File: src/i2da_pkg.sv
// i2da_pkg: shared types and constants for the binary to decimal ASCII converter.
// No dependencies.

package i2da_pkg;

   // Sequencer states, one-hot.
   typedef enum logic [4:0] {
      ST_IDLE = 5'b00001,
      ST_CONV = 5'b00010,
      ST_SCAN = 5'b00100,
      ST_PAD  = 5'b01000,
      ST_EMIT = 5'b10000
   } state_type;

   // Field widths of the item and result.
   localparam int unsigned VALUE_BITS = 32;
   localparam int unsigned MIN_BITS   = 5;
   localparam int unsigned CHAR_BITS  = 6;

   localparam logic [CHAR_BITS-1:0] ASCII_ZERO = 6'd48;

   typedef logic [3:0] bcd_digit_type;

endpackage

File: src/int_to_decimal_ascii.sv
// int_to_decimal_ascii: unsigned binary to zero-padded decimal ASCII digit stream.
// Depends on i2da_pkg and i2da_dabble.
//
// Channel  | Ports                               | Handshake
// ---------+-------------------------------------+----------------------------------
// request  | req_value, req_min_digits           | taken when start & !busy
// response | rsp_digit_char, rsp_last            | one cycle each, rsp_valid strobe
//
// Sequence: a load, then one conversion step per value bit (shared shift-add-3 unit),
// then a leading-zero scan and pad decision, then one cycle per emitted digit
// (max(nsig, min_digits clamped to MAX_DIGITS)). The worst case for a 32-bit value
// is zero padded to 16 digits, which gives the longest scan and the longest output.
// busy stays high from acceptance until the last digit is issued; that digit is on the
// ports in the first idle cycle. Reset is synchronous and returns the sequencer to idle;
// data registers are not cleared. The receiver cannot stall: each digit is shown for
// exactly one cycle.

module int_to_decimal_ascii #(
   parameter int unsigned MAX_DIGITS  = 16,
   parameter int unsigned VALUE_WIDTH = 32
) (
   input  logic                                clock,
   input  logic                                reset,
   input  logic                                start,
   output logic                                busy,
   input  logic [i2da_pkg::VALUE_BITS-1:0]     req_value,
   input  logic [i2da_pkg::MIN_BITS-1:0]       req_min_digits,
   output logic                                rsp_valid,
   output logic [i2da_pkg::CHAR_BITS-1:0]      rsp_digit_char,
   output logic                                rsp_last
);
   import i2da_pkg::*;

   // Decimal digits of 2^VALUE_WIDTH-1: floor(W*log10(2))+1.
   localparam int unsigned BCD_DIGITS = (VALUE_WIDTH * 30103) / 100000 + 1;
   localparam int unsigned BCD_W      = 4 * BCD_DIGITS;
   localparam int unsigned CNT_W      = $clog2(VALUE_WIDTH + 1);
   localparam int unsigned NSIG_W     = $clog2(BCD_DIGITS + 1);
   localparam int unsigned WANT_W     = $clog2(MAX_DIGITS + 1);

   state_type          state_ff, state_in;
   logic [VALUE_WIDTH-1:0] bin_ff, bin_in;
   logic [BCD_W-1:0]   bcd_ff, bcd_in;
   logic [CNT_W-1:0]   cnt_ff, cnt_in;
   logic [NSIG_W-1:0]  nsig_ff, nsig_in;
   logic [WANT_W-1:0]  want_ff, want_in;
   logic [WANT_W-1:0]  pad_ff, pad_in;
   logic               rsp_valid_ff, rsp_valid_in;
   logic [CHAR_BITS-1:0] rsp_char_ff, rsp_char_in;
   logic               rsp_last_ff, rsp_last_in;

   logic [BCD_W-1:0]        step_bcd;
   logic [VALUE_WIDTH-1:0]  step_bin;
   bcd_digit_type           top_digit;
   logic [WANT_W-1:0]       nsig_ext;
   logic [WANT_W-1:0]       want_clamped;

   // Shared shift-add-3 step.
   i2da_dabble #(
      .BIN_W (VALUE_WIDTH),
      .NDIG  (BCD_DIGITS)
   ) u_dabble (
      .bcd      (bcd_ff),
      .bin      (bin_ff),
      .bcd_next (step_bcd),
      .bin_next (step_bin)
   );

   assign top_digit = bcd_ff[BCD_W-1 -: 4];
   assign nsig_ext  = WANT_W'(nsig_ff);

   // Clamp the requested minimum at MAX_DIGITS.
   always_comb begin
      if (32'(req_min_digits) > MAX_DIGITS) begin
         want_clamped = WANT_W'(MAX_DIGITS);
      end else begin
         want_clamped = WANT_W'(req_min_digits);
      end
   end

   always_comb begin
      state_in     = state_ff;
      bin_in       = bin_ff;
      bcd_in       = bcd_ff;
      cnt_in       = cnt_ff;
      nsig_in      = nsig_ff;
      want_in      = want_ff;
      pad_in       = pad_ff;
      rsp_valid_in = 1'b0;
      rsp_char_in  = rsp_char_ff;
      rsp_last_in  = 1'b0;

      case (state_ff)
         ST_IDLE: begin
            if (start) begin
               bin_in   = req_value[VALUE_WIDTH-1:0];
               bcd_in   = '0;
               cnt_in   = CNT_W'(VALUE_WIDTH);
               want_in  = want_clamped;
               state_in = ST_CONV;
            end
         end
         ST_CONV: begin
            // One input bit shifted into the BCD register per cycle.
            bcd_in = step_bcd;
            bin_in = step_bin;
            cnt_in = cnt_ff - 1'b1;
            if (cnt_ff == CNT_W'(1)) begin
               nsig_in  = NSIG_W'(BCD_DIGITS);
               state_in = ST_SCAN;
            end
         end
         ST_SCAN: begin
            // Drop leading zero digits, keeping at least one.
            if (top_digit == 4'd0 && nsig_ff > NSIG_W'(1)) begin
               bcd_in  = {bcd_ff[BCD_W-5:0], 4'd0};
               nsig_in = nsig_ff - 1'b1;
            end else if (want_ff > nsig_ext) begin
               pad_in   = want_ff - nsig_ext;
               state_in = ST_PAD;
            end else begin
               state_in = ST_EMIT;
            end
         end
         ST_PAD: begin
            // Padding zeros; never the last digit since nsig is at least one.
            rsp_valid_in = 1'b1;
            rsp_char_in  = ASCII_ZERO;
            pad_in       = pad_ff - 1'b1;
            if (pad_ff == WANT_W'(1)) begin
               state_in = ST_EMIT;
            end
         end
         ST_EMIT: begin
            rsp_valid_in = 1'b1;
            rsp_char_in  = ASCII_ZERO + CHAR_BITS'(top_digit);
            rsp_last_in  = (nsig_ff == NSIG_W'(1));
            bcd_in       = {bcd_ff[BCD_W-5:0], 4'd0};
            nsig_in      = nsig_ff - 1'b1;
            if (nsig_ff == NSIG_W'(1)) begin
               state_in = ST_IDLE;
            end
         end
         default: begin
            state_in = ST_IDLE;
         end
      endcase
   end

   always_ff @(posedge clock) begin
      if (reset) begin
         state_ff     <= ST_IDLE;
         rsp_valid_ff <= 1'b0;
         rsp_last_ff  <= 1'b0;
      end else begin
         state_ff     <= state_in;
         rsp_valid_ff <= rsp_valid_in;
         rsp_last_ff  <= rsp_last_in;
      end
   end

   always_ff @(posedge clock) begin
      bin_ff      <= bin_in;
      bcd_ff      <= bcd_in;
      cnt_ff      <= cnt_in;
      nsig_ff     <= nsig_in;
      want_ff     <= want_in;
      pad_ff      <= pad_in;
      rsp_char_ff <= rsp_char_in;
   end

   assign busy           = (state_ff != ST_IDLE);
   assign rsp_valid      = rsp_valid_ff;
   assign rsp_digit_char = rsp_char_ff;
   assign rsp_last       = rsp_last_ff;

endmodule

File: src/i2da_dabble.sv
// i2da_dabble: one shift-add-3 step of the binary to BCD conversion.
// Depends on i2da_pkg.

module i2da_dabble #(
   parameter int unsigned BIN_W = 32,
   parameter int unsigned NDIG  = 10
) (
   input  logic [4*NDIG-1:0] bcd,
   input  logic [BIN_W-1:0]  bin,
   output logic [4*NDIG-1:0] bcd_next,
   output logic [BIN_W-1:0]  bin_next
);
   import i2da_pkg::*;

   logic [4*NDIG-1:0] adj;

   // Add 3 to every digit of 5 or more so that the shift carries correctly.
   always_comb begin
      bcd_digit_type d;
      adj = '0;
      for (int i = 0; i < NDIG; i++) begin
         d = bcd[4*i +: 4];
         adj[4*i +: 4] = (d >= 4'd5) ? d + 4'd3 : d;
      end
   end

   assign bcd_next = {adj[4*NDIG-2:0], bin[BIN_W-1]};
   assign bin_next = {bin[BIN_W-2:0], 1'b0};

endmodule
File: config.mk
export PLATFORM = sky130hd
export DESIGN_NAME = int_to_decimal_ascii
export DESIGN_NICKNAME = d
export VERILOG_FILES = /design/src/i2da_pkg.sv /design/src/int_to_decimal_ascii.sv /design/src/i2da_dabble.sv
export SDC_FILE = /design/constraint.sdc
export NUM_CORES = 1
export LEC_CHECK = 0
export ABC_AREA = 1
export BUFFER_PORTS_ARGS = -buffer_cell sky130_fd_sc_hd__clkbuf_2
export CORE_MARGIN = 3
export CORE_UTILIZATION = 50
export CTS_BUF_LIST = sky130_fd_sc_hd__clkbuf_8
export CTS_CLUSTER_DIAMETER = 80
export CTS_CLUSTER_SIZE = 14
export DETAILED_ROUTE_END_ITERATION = 16
export GPL_ROUTABILITY_DRIVEN = 1
export PLACE_DENSITY = 0.77
export RECOVER_POWER = 25
export SKIP_LAST_GASP = 1
export SLEW_MARGIN = 10
export SYNTH_ARGS = -nofsm -noshare
export SYNTH_HDL_FRONTEND = slang
export SYNTH_HIERARCHICAL = 1
export SYNTH_SLANG_ARGS = --single-unit
File: constraint.sdc
create_clock -name clock -period 8.5 [get_ports clock]
set_input_delay 2.125 -clock clock [delete_from_list [all_inputs] [get_ports clock]]
set_output_delay 2.125 -clock clock [all_outputs]
set_load 0.005 [all_outputs]
# Word level (Yosys, flattened, before mapping)
# Index checks and enable logic that the tools add are counted.
# totals
ff_bits,105
in_bits,40
output_inout_bits,9
wordCells,102
# op_classes
addsub,15
n_lt_le_gt_ge,13
eq_ne,16
n_mux,32
n_bitwise,1
n_reduce_logical,15
# op_table
cell,count
40-bit one-hot mux with 4 select lines,1
40-bit two-way mux,2
32-bit one-hot mux with 2 select lines,1
4-bit two-way mux,11
"4-bit by 3-bit greater-or-equal comparator with 1-bit output, second input constant",10
5-bit two-way mux,8
"4-bit by 2-bit adder with 4-bit output, second input constant",9
32-bit two-way mux,1
5-bit one-hot mux with 5 select lines,1
6-bit one-hot mux with 2 select lines,2
"2-bit != test, second input constant",7
4-bit one-hot mux with 3 select lines,1
"5-bit by 1-bit == test with 1-bit output, second input constant",2
5-bit one-hot mux with 2 select lines,1
3-bit AND reduction,3
"5-bit by 5-bit adder with 6-bit output, first input constant",1
"6-bit by 1-bit == test with 1-bit output, second input constant",1
6-bit two-way mux,1
2-bit nonzero test,3
"6-bit by 1-bit subtractor with 6-bit output, second input constant",1
"5-bit by 2-bit == test with 1-bit output, second input constant",1
"5-bit by 3-bit == test with 1-bit output, second input constant",1
"5-bit by 4-bit == test with 1-bit output, second input constant",1
"5-bit == test, second input constant",1
19 further kinds,21

# Depth between registers and ports, before layout
# Gate-level depths: netlist of run 1.
# depth
ltp_word,4
mapped_depth,10
depth_no_buf,10

# Modules after synthesis
# Netlist of run 1, hierarchy kept.
# modules_own_cells
module,instances,cells_per_inst,area_each_um2,seq_area_each_um2
int_to_decimal_ascii,1,443,4774.6,3022.9
i2da_dabble,1,246,1397.6,0.0

# Worst setup path before layout of run 1
# OpenSTA, ideal clock, no wires.
# synth_path
kind,input -> register
startpoint,input start
endpoint,register bcd_ff[0] (enable)
setup_ps,451
arrival_time_ps,4357
required_ps,8049
slack_ps,3692
cell_stages,4
n_path_buf,0
path_cell_list,inv_1 > nand4_1 > o21ai_1 > a21oi_1
# synth_between
elab_chain_cells,2
# synth_lines
item,line_no,source
"start, declared",int_to_decimal_ascii.sv:24,"input logic start,"
2-bit != test (no source line),n/a,
3-bit AND reduction (no source line),n/a,
"end signal, assigned",int_to_decimal_ascii.sv:164,bcd_ff <= bcd_in;
"end, declared",int_to_decimal_ascii.sv:43,"logic [BCD_W-1:0] bcd_ff, bcd_in;"
# Every way passes these cells.
# A chain may end at the register's enable or synchronous reset.

# Final worst setup path of run 1
# layout_path
startpoint,register state_ff[3]
endpoint,output busy
# layout_between
elab_chain_cells,1
# layout_lines
item,line_no,source
"start, declared",int_to_decimal_ascii.sv:41,"state_type state_ff, state_in;"
"start signal, assigned",int_to_decimal_ascii.sv:156,state_ff <= state_in;
5-bit by 1-bit != test with 1-bit output,int_to_decimal_ascii.sv:172,assign busy = (state_ff != ST_IDLE);
"end, declared",int_to_decimal_ascii.sv:25,"output logic busy,"
# Every way passes these cells.

==> insert_results.sql, run 1 <==
INSERT INTO impl_metrics (metric_group, metric, value, unit) VALUES
('outcome', 'failed_checks', 'max-capacitance violations, max-slew violations', ''),
('placement', 'placed_cell_area', '6290', 'sq um'),
('yosys', 'largest_family_of_logic_cells_by_synthesized_area', 'simple AND/OR/NAND/NOR gates', ''),
('setup_path', 'critical_path.reg2reg.endpoint', 'nsig_ff[3]', ''),
('yosys', 'yosysWarningCount', '6', ''),
('sta', 'worst_margin_pin_slew', '1.70', 'ns'),
('setup_path', 'critical_path_required_time', '6.38', 'ns'),
('yosys', 'mappedNetlistArea', '6170', 'sq um'),
('yosys', 'leading_cell_type_by_number_of_instances_after_synthesis', 'sky130_fd_sc_hd__nand2_1', ''),
('yosys', 'main_area_contributors_after_synthesis', 'sky130_fd_sc_hd__edfxtp_1, sky130_fd_sc_hd__nand2_1, sky130_fd_sc_hd__ha_1', ''),
('sta', 'grt_setup_unrepaired', 'false', ''),
('placement', 'port_buffers', '46', ''),
('route', 'drtPass1Iterations', '5', ''),
('yosys', 'synth_flop_cell', 'sky130_fd_sc_hd__edfxtp_1', ''),
('layout', 'nNetsFinal', '770', ''),
('sta', 'timing.hold.ws', '0.532', 'ns'),
('route', 'drt_first_iter_violations', '338', ''),
('clock_network', 'cts_buffers', '9', ''),
('floorplan', 'top_level_ports', '49', ''),
('sta', 'finalCritPeriodShare', '39.4', '%'),
('sta', 'max_slew_vio_count', '40', ''),
('setup_path', 'path_class', 'reg -> out', ''),
('floorplan', 'width_of_the_die', '117', 'um'),
('route', 'drt-wirelength-per-cell', '12.5', 'um'),
('setup_path', 'critical_path.reg2reg.startpoint', 'state_ff[4]', ''),
('yosys', 'seq_area_frac_synth', '49.0', '%'),
('floorplan', 'design.core.area', '11800', 'sq um'),
('yosys', 'synth-async-reset-ratio', '0', '%'),
('global_route', 'grt_first_pass_wirelength', '18400', 'um'),
('setup_path', 'worstSetupEndpointType', 'primary output', ''),
('clock_network', 'htreeDepth', '3', ''),
('route', 'wirelength', '10800', 'um'),
('yosys', 'ys_top_cells_by_count', 'sky130_fd_sc_hd__nand2_1, sky130_fd_sc_hd__edfxtp_1, sky130_fd_sc_hd__inv_1', ''),
('setup_path', 'crit_path_start', 'state_ff[3]', ''),
('setup_path', 'reg2reg_slack', '5.18', 'ns'),
('setup_path', 'arrival', '1.22', 'ns'),
('sta', 'finClkSkew', '0.00948', 'ns'),
('clock_network', 'number_of_setup_buffers_added_after_cts', '0', ''),
('yosys', 'synth.top_cell.area_share', '46.7', '%'),
('global_route', 'grt_util_all_layers', '16.6', '%'),
('power', 'powerDensity', '351', 'nW/um^2'),
('yosys', 'syn_inst', '689', ''),
('clock_network', 'post_cts_resize_count', '0', ''),
('floorplan', 'std_cell_rows', '39', ''),
('placement', 'place.gp.congestion', '0.861', ''),
('clock_network', 'clkTransAtPathRegs', '0.10', 'ns'),
('placement', 'dpl.cell_count', '852', ''),
('outcome', 'status', 'finished, violations left', ''),
('layout', 'syn2layout_area_growth', '4.95', '%'),
('yosys', 'post_synth_and_or_nand_nor_area_fraction', '19.7', '%'),
('yosys', 'synth_fa_ha_area_share', '6.41', '%'),
('layout', 'layout.cells.non_filler', '868', ''),
('sta', 'min_period', '3.35', 'ns'),
('job', 'drv_cap', '1', ''),
('global_route', 'vias_in_the_first_global_route', '4179', ''),
('placement', 'detailedPlacementHpwl', '7590', 'um'),
('sta', 'fin_tns_setup', '0', 'ns'),
('route', 'ant_nets', '0', ''),
('floorplan', 'initial_utilization', '52.5', '%'),
('sta', 'slew_headroom', '-13.6', '%'),
('sta', 'final-setup-viol-count', '0', ''),
('layout', 'post_route_cells_drive_above_1_share', '13.8', '%'),
('worst_hold_path', 'hold_path_class', 'reg -> reg', ''),
('clock_network', 'clock_tree_from_tritoncts', 'built', ''),
('route', 'number_of_vias_after_detailed_routing', '4400', ''),
('power', 'leakage', '2.98', 'nW'),
('clock_network', 'worst_skew_pair.late_latency', '0.36', 'ns'),
('setup_path', 'reg2reg_depth', '7', ''),
('power', 'fin_total_pwr', '0.00228', 'W'),
('yosys', 'ys_ff_latch', '103', ''),
('floorplan', 'die_height', '117', 'um');
-- layer usage --
metal / share of wire [%] / wire [um] / vias to the layer above / GRT usage [%]
met3: 4.7 / 510 / 14 / 4.06
li1: - / - / 2259 / -
met1: 45 / 4870 / 2027 / 21.5
met2: 49 / 5350 / 100 / 27.4
met4: 1.1 / 119 / 0 / 5.43
met5: 0 / 0 / - / 0
-- state kept, by name, indices dropped and copies added (netlist names) --
name            count
rsp_digit_char      4
cnt_ff              6
state_ff            5
rsp_valid           1
bin_ff             32
nsig_ff             4
pad_ff              5
rsp_last            1
bcd_ff             40
want_ff             5
-- layout by cell type, fill, tap and decap left out, types with 3 or more instances in the layout --
master,Yosys,routed
sky130_fd_sc_hd__nand4_1,4,4
sky130_fd_sc_hd__conb_1,2,3
sky130_fd_sc_hd__dfxtp_1,7,7
sky130_fd_sc_hd__nand2_1,193,194
sky130_fd_sc_hd__inv_1,89,91
sky130_fd_sc_hd__ha_1,30,30
sky130_fd_sc_hd__edfxtp_1,96,96
sky130_fd_sc_hd__nand3_1,33,33
sky130_fd_sc_hd__o21ai_2,9,9
sky130_fd_sc_hd__buf_4,38,3
sky130_fd_sc_hd__clkbuf_2,0,46
sky130_fd_sc_hd__inv_2,6,4
sky130_fd_sc_hd__xor2_1,6,6
sky130_fd_sc_hd__a21oi_1,26,25
sky130_fd_sc_hd__o21ai_0,31,32
sky130_fd_sc_hd__nor2_1,37,38
sky130_fd_sc_hd__a22o_1,36,36
sky130_fd_sc_hd__nand2_2,6,5
sky130_fd_sc_hd__o21a_1,3,3
sky130_fd_sc_hd__nor2_4,7,7
sky130_fd_sc_hd__clkinv_2,0,3
sky130_fd_sc_hd__clkbuf_8,0,9
-- metrics by stage --
stage / utilization (%) / worst slack, ns
detailed placement: 53.5 / 5.01
global route: 55.1 / 4.71
floorplan: - / 3.69
CTS: 55.2 / 5.13
global placement: 53.5 / 5.02
finish: 55.1 / 5.15
-- worst max-delay path: stages, from the launching register on --
cell and delay [ns]:
sky130_fd_sc_hd__dfxtp_1 0.37, sky130_fd_sc_hd__nor2_4 0.18, sky130_fd_sc_hd__nand3_1 0.16, sky130_fd_sc_hd__clkbuf_2 0.15
-- where the power goes --
| part | internal [W] | leakage, nW | switching [W] |
|---|---|---|---|
| Combinational | 0.000310 | 1.90 | 0.000615 |
| Clock | 0.000137 | 0.0998 | 0.000168 |
| Sequential | 0.000882 | 0.982 | 0.000165 |
-- final cells by class --
| type | instances | area [sq um] |
|---|---|---|
| fill | 1016 | 5280 |
| clock inverter | 7 | 70.1 |
| clock buffer | 9 | 124 |
| tap | 164 | 205 |
| sequential | 103 | 3020 |
| inverter | 95 | 357 |
| multi-input combinational | 440 | 2440 |
| timing repair buffer | 50 | 256 |
-- cells by family after synthesis --
group / Yosys count
AOI/OAI and AO/OA: 111
xor gates and xnor gates: 8
adders and majority gates: 31
buffers and inverters: 147
DFF: 103
other: 2
and+or+nand+nor: 287
-- how the worst min path moves through the flow --
stage | depth (start not counted) | end | startpoint | slack [ns]
floorplan | 3 | rsp_last | nsig_ff[2] | 0.53
global placement | 2 | bin_ff[25] | bin_ff[24] | 0.50
detailed placement | 2 | bin_ff[27] | bin_ff[26] | 0.51
CTS | 2 | bin_ff[2] | bin_ff[1] | 0.54
global route | 2 | bin_ff[2] | bin_ff[1] | 0.55
finish | 2 | bin_ff[14] | bin_ff[13] | 0.53
Note: power is estimated with default switching activity, not from simulation.
==> run 2: changes to the inputs <==
- clock period: 8.5 -> 3.3 ns (I/O delays scaled with it)
==> run 2 against run 1 <==
The flow now finishes without violations. Critical endpoint is now bcd_ff[36]. Setup slack lost 4.0 ns. Clock power grew to 2.6 times the previous value. Flip-flop and latch count is the same. Clock skew grew 0.0023 ns. Combinational power rose to 2.6 times the previous value. Critical path depth increased by 3. Via count is 1.3% higher.
==> insert_results.sql, run 2 (synthesis results as in run 1) <==
INSERT INTO impl_metrics (metric_group, metric, value, unit) VALUES
('outcome', 'status', 'finished clean', ''),
('sta', 'finClkSkew', '0.0118', 'ns'),
('global_route', 'grt_max_degree', '70', ''),
('placement', 'port_buffers', '46', ''),
('layout', 'syn2layout_area_growth', '4.78', '%'),
('setup_path', 'critical_path.reg2reg.endpoint', 'bcd_ff[36]', ''),
('clock_network', 'ctsHoldBuffers', '0', ''),
('sta', 'fin_tns_setup', '0', 'ns'),
('worst_hold_path', 'hold_path_class', 'reg -> reg', ''),
('placement', 'detailedPlacementHpwl', '7640', 'um'),
('route', 'drt_first_iter_violations', '350', ''),
('layout', 'n_fill_cell', '1045', ''),
('power', 'leakage', '2.97', 'nW'),
('setup_path', 'reg2reg_depth', '6', ''),
('sta', 'worst_margin_pin_slew', '0.719', 'ns'),
('clock_network', 'number_of_setup_buffers_added_after_cts', '0', ''),
('setup_path', 'crit_path_start', 'state_ff[3]', ''),
('power', 'powerDensity', '903', 'nW/um^2'),
('layout', 'layout_top_registers', 'bcd_ff: 40 flops, bin_ff: 32 flops, cnt_ff: 6 flops', ''),
('floorplan', 'die_height', '117', 'um'),
('floorplan', 'design.die.area', '13700', 'sq um'),
('clock_network', 'htreeDepth', '3', ''),
('layout', 'layout_commonest_cell', 'sky130_fd_sc_hd__nand2_1', ''),
('clock_network', 'worst_skew_pair.late_latency', '0.37', 'ns'),
('floorplan', 'std_cell_rows', '39', ''),
('global_route', 'overflow', '0', ''),
('setup_path', 'end_of_the_critical_path', 'bcd_ff[36]', ''),
('power', 'max-vdd-ir-drop', '0.000406', 'V'),
('worst_hold_path', 'worst_hold_startpoint', 'bin_ff[26]', ''),
('layout', 'nNetsFinal', '771', ''),
('placement', 'placed_cell_area', '6300', 'sq um'),
('layout', 'post_route_cells_drive_above_1_share', '12.3', '%'),
('route', 'ant_nets', '0', ''),
('clock_network', 'clock_tree.root_cell', 'sky130_fd_sc_hd__clkbuf_8', ''),
('clock_network', 'clock_tree_from_tritoncts', 'built', ''),
('route', 'number_of_vias_after_detailed_routing', '4456', ''),
('job', 'drv_cap', '0', ''),
('route', 'post-route-drc-count', '0', ''),
('clock_network', 'numClockSinks', '103', ''),
('floorplan', 'top_level_ports', '49', ''),
('global_route', 'grt_util_all_layers', '16.7', '%'),
('sta', 'timing.hold.ws', '0.530', 'ns'),
('floorplan', 'initial_utilization', '52.5', '%'),
('setup_path', 'critical_path.reg2reg.startpoint', 'state_ff[3]', ''),
('layout', 'largest_register_ffs', '40', ''),
('sta', 'grt_setup_unrepaired', 'false', ''),
('route', 'drtPass1Iterations', '5', ''),
('route', 'wirelength', '10800', 'um'),
('sta', 'finalCritPeriodShare', '66.1', '%'),
('setup_path', 'crit_path_max_fo', '40', ''),
('layout', 'layout.cells.most_common_list', 'sky130_fd_sc_hd__nand2_1, sky130_fd_sc_hd__edfxtp_1, sky130_fd_sc_hd__inv_1', ''),
('route', 'drt-wirelength-per-cell', '12.4', 'um'),
('setup_path', 'path_class', 'reg -> reg', ''),
('clock_network', 'clock_tree.buffer_depth', '2', ''),
('floorplan', 'width_of_the_die', '117', 'um'),
('setup_path', 'reg2reg_slack', '1.12', 'ns'),
('placement', 'place.gp.congestion', '0.835', ''),
('sta', 'max_slew_vio_count', '0', ''),
('setup_path', 'crit_path_start_kind', 'register', ''),
('sta', 'final-setup-viol-count', '0', ''),
('global_route', 'vias_in_the_first_global_route', '4266', ''),
('setup_path', 'critical_path_required_time', '3.31', 'ns'),
('global_route', 'initial_antenna_violation_count', '0', ''),
('clock_network', 'post_cts_resize_count', '0', ''),
('power', 'fin_total_pwr', '0.00584', 'W'),
('setup_path', 'worstSetupEndpointType', 'register', ''),
('route', 'detail_route.vias_per_cell', '5.13', ''),
('layout', 'number_of_antenna_diodes', '0', ''),
('global_route', 'grt_first_pass_wirelength', '18600', 'um'),
('layout', 'design_area', '6470', 'sq um'),
('layout', 'regMostFlops', 'bcd_ff', ''),
('clock_network', 'cts_buffers', '9', ''),
('sta', 'report.final.hold_viol_count', '0', ''),
('sta', 'clock.fmax', '458', 'MHz'),
('sta', 'slew_headroom', '52.1', '%'),
('clock_network', 'clkTransAtPathRegs', '0.10', 'ns'),
('sta', 'min_period', '2.18', 'ns'),
('floorplan', 'design.core.area', '11800', 'sq um'),
('setup_path', 'arrival', '2.19', 'ns');
-- run 2: cell types whose count changed in the layout (fill, tap and decap cells not counted) --
cell and delta:
sky130_fd_sc_hd__clkinv_4 +2, sky130_fd_sc_hd__clkbuf_2 -7, sky130_fd_sc_hd__inv_1 +1, sky130_fd_sc_hd__clkinvlp_4 -1, sky130_fd_sc_hd__clkinv_1 +2, sky130_fd_sc_hd__nor2_4 -2
sky130_fd_sc_hd__clkinv_2 -3, sky130_fd_sc_hd__nor2_1 +2, sky130_fd_sc_hd__clkbuf_1 +6, sky130_fd_sc_hd__buf_4 +2, sky130_fd_sc_hd__inv_2 -1
-- run 2: metrics by stage --
| step | util, % | std cells | worst slack, ns |
|---|---|---|---|
| after floorplan | - | 690 | 0.684 |
| after CTS | 55.2 | 869 | 1.25 |
| final | 55.0 | 869 | 1.12 |
| after global routing | 55.0 | 869 | 0.886 |
| after global placement | 53.6 | 853 | 1.11 |
| after detailed placement | 53.6 | 853 | 1.10 |
-- run 2: metal layers --
layer | GRT usage, % | share of wire [%]
met5 | 0 | 0
met3 | 4.01 | 4.7
met4 | 3.98 | 0.81
met1 | 21.2 | 44
met2 | 29.0 | 51
-- run 2: worst min path at each step --
stage / to / depth (start not counted)
6_report: bin_ff[27] / 2
5_1_grt: bin_ff[23] / 2
4_1_cts: bin_ff[27] / 2
3_5_place_dp: bin_ff[27] / 2
3_3_place_gp: bin_ff[25] / 2
2_1_floorplan: rsp_last / 3
-- run 2: worst max-delay path: stages, from the launching register on --
cell and delay [ns]:
sky130_fd_sc_hd__dfxtp_1 0.34, sky130_fd_sc_hd__nor2_1 0.29, sky130_fd_sc_hd__nand2_1 0.26, sky130_fd_sc_hd__nand2_1 0.22, sky130_fd_sc_hd__o21ai_1 0.13, sky130_fd_sc_hd__a21oi_4 0.12, sky130_fd_sc_hd__buf_4 0.43
-- run 2: power breakdown --
group,leakage [nW],internal [W],total [W],switching [W]
Sequential,0.982,0.00227,0.00269,0.000416
Combinational,1.88,0.000791,0.00237,0.00157
Clock,0.103,0.000354,0.000792,0.000438
Total,2.97,0.00342,0.00584,0.00243
-- run 2: final cells by class --
type,instances,area [sq um],area share (%)
clock inverters,7,72.6,1.12
clock buffers,9,124,1.92
flip-flops and latches,103,3020,46.7
repair buffers,51,259,4.00
inverters,95,357,5.51
well taps,164,205,3.17
multi-input cells,440,2430,37.5
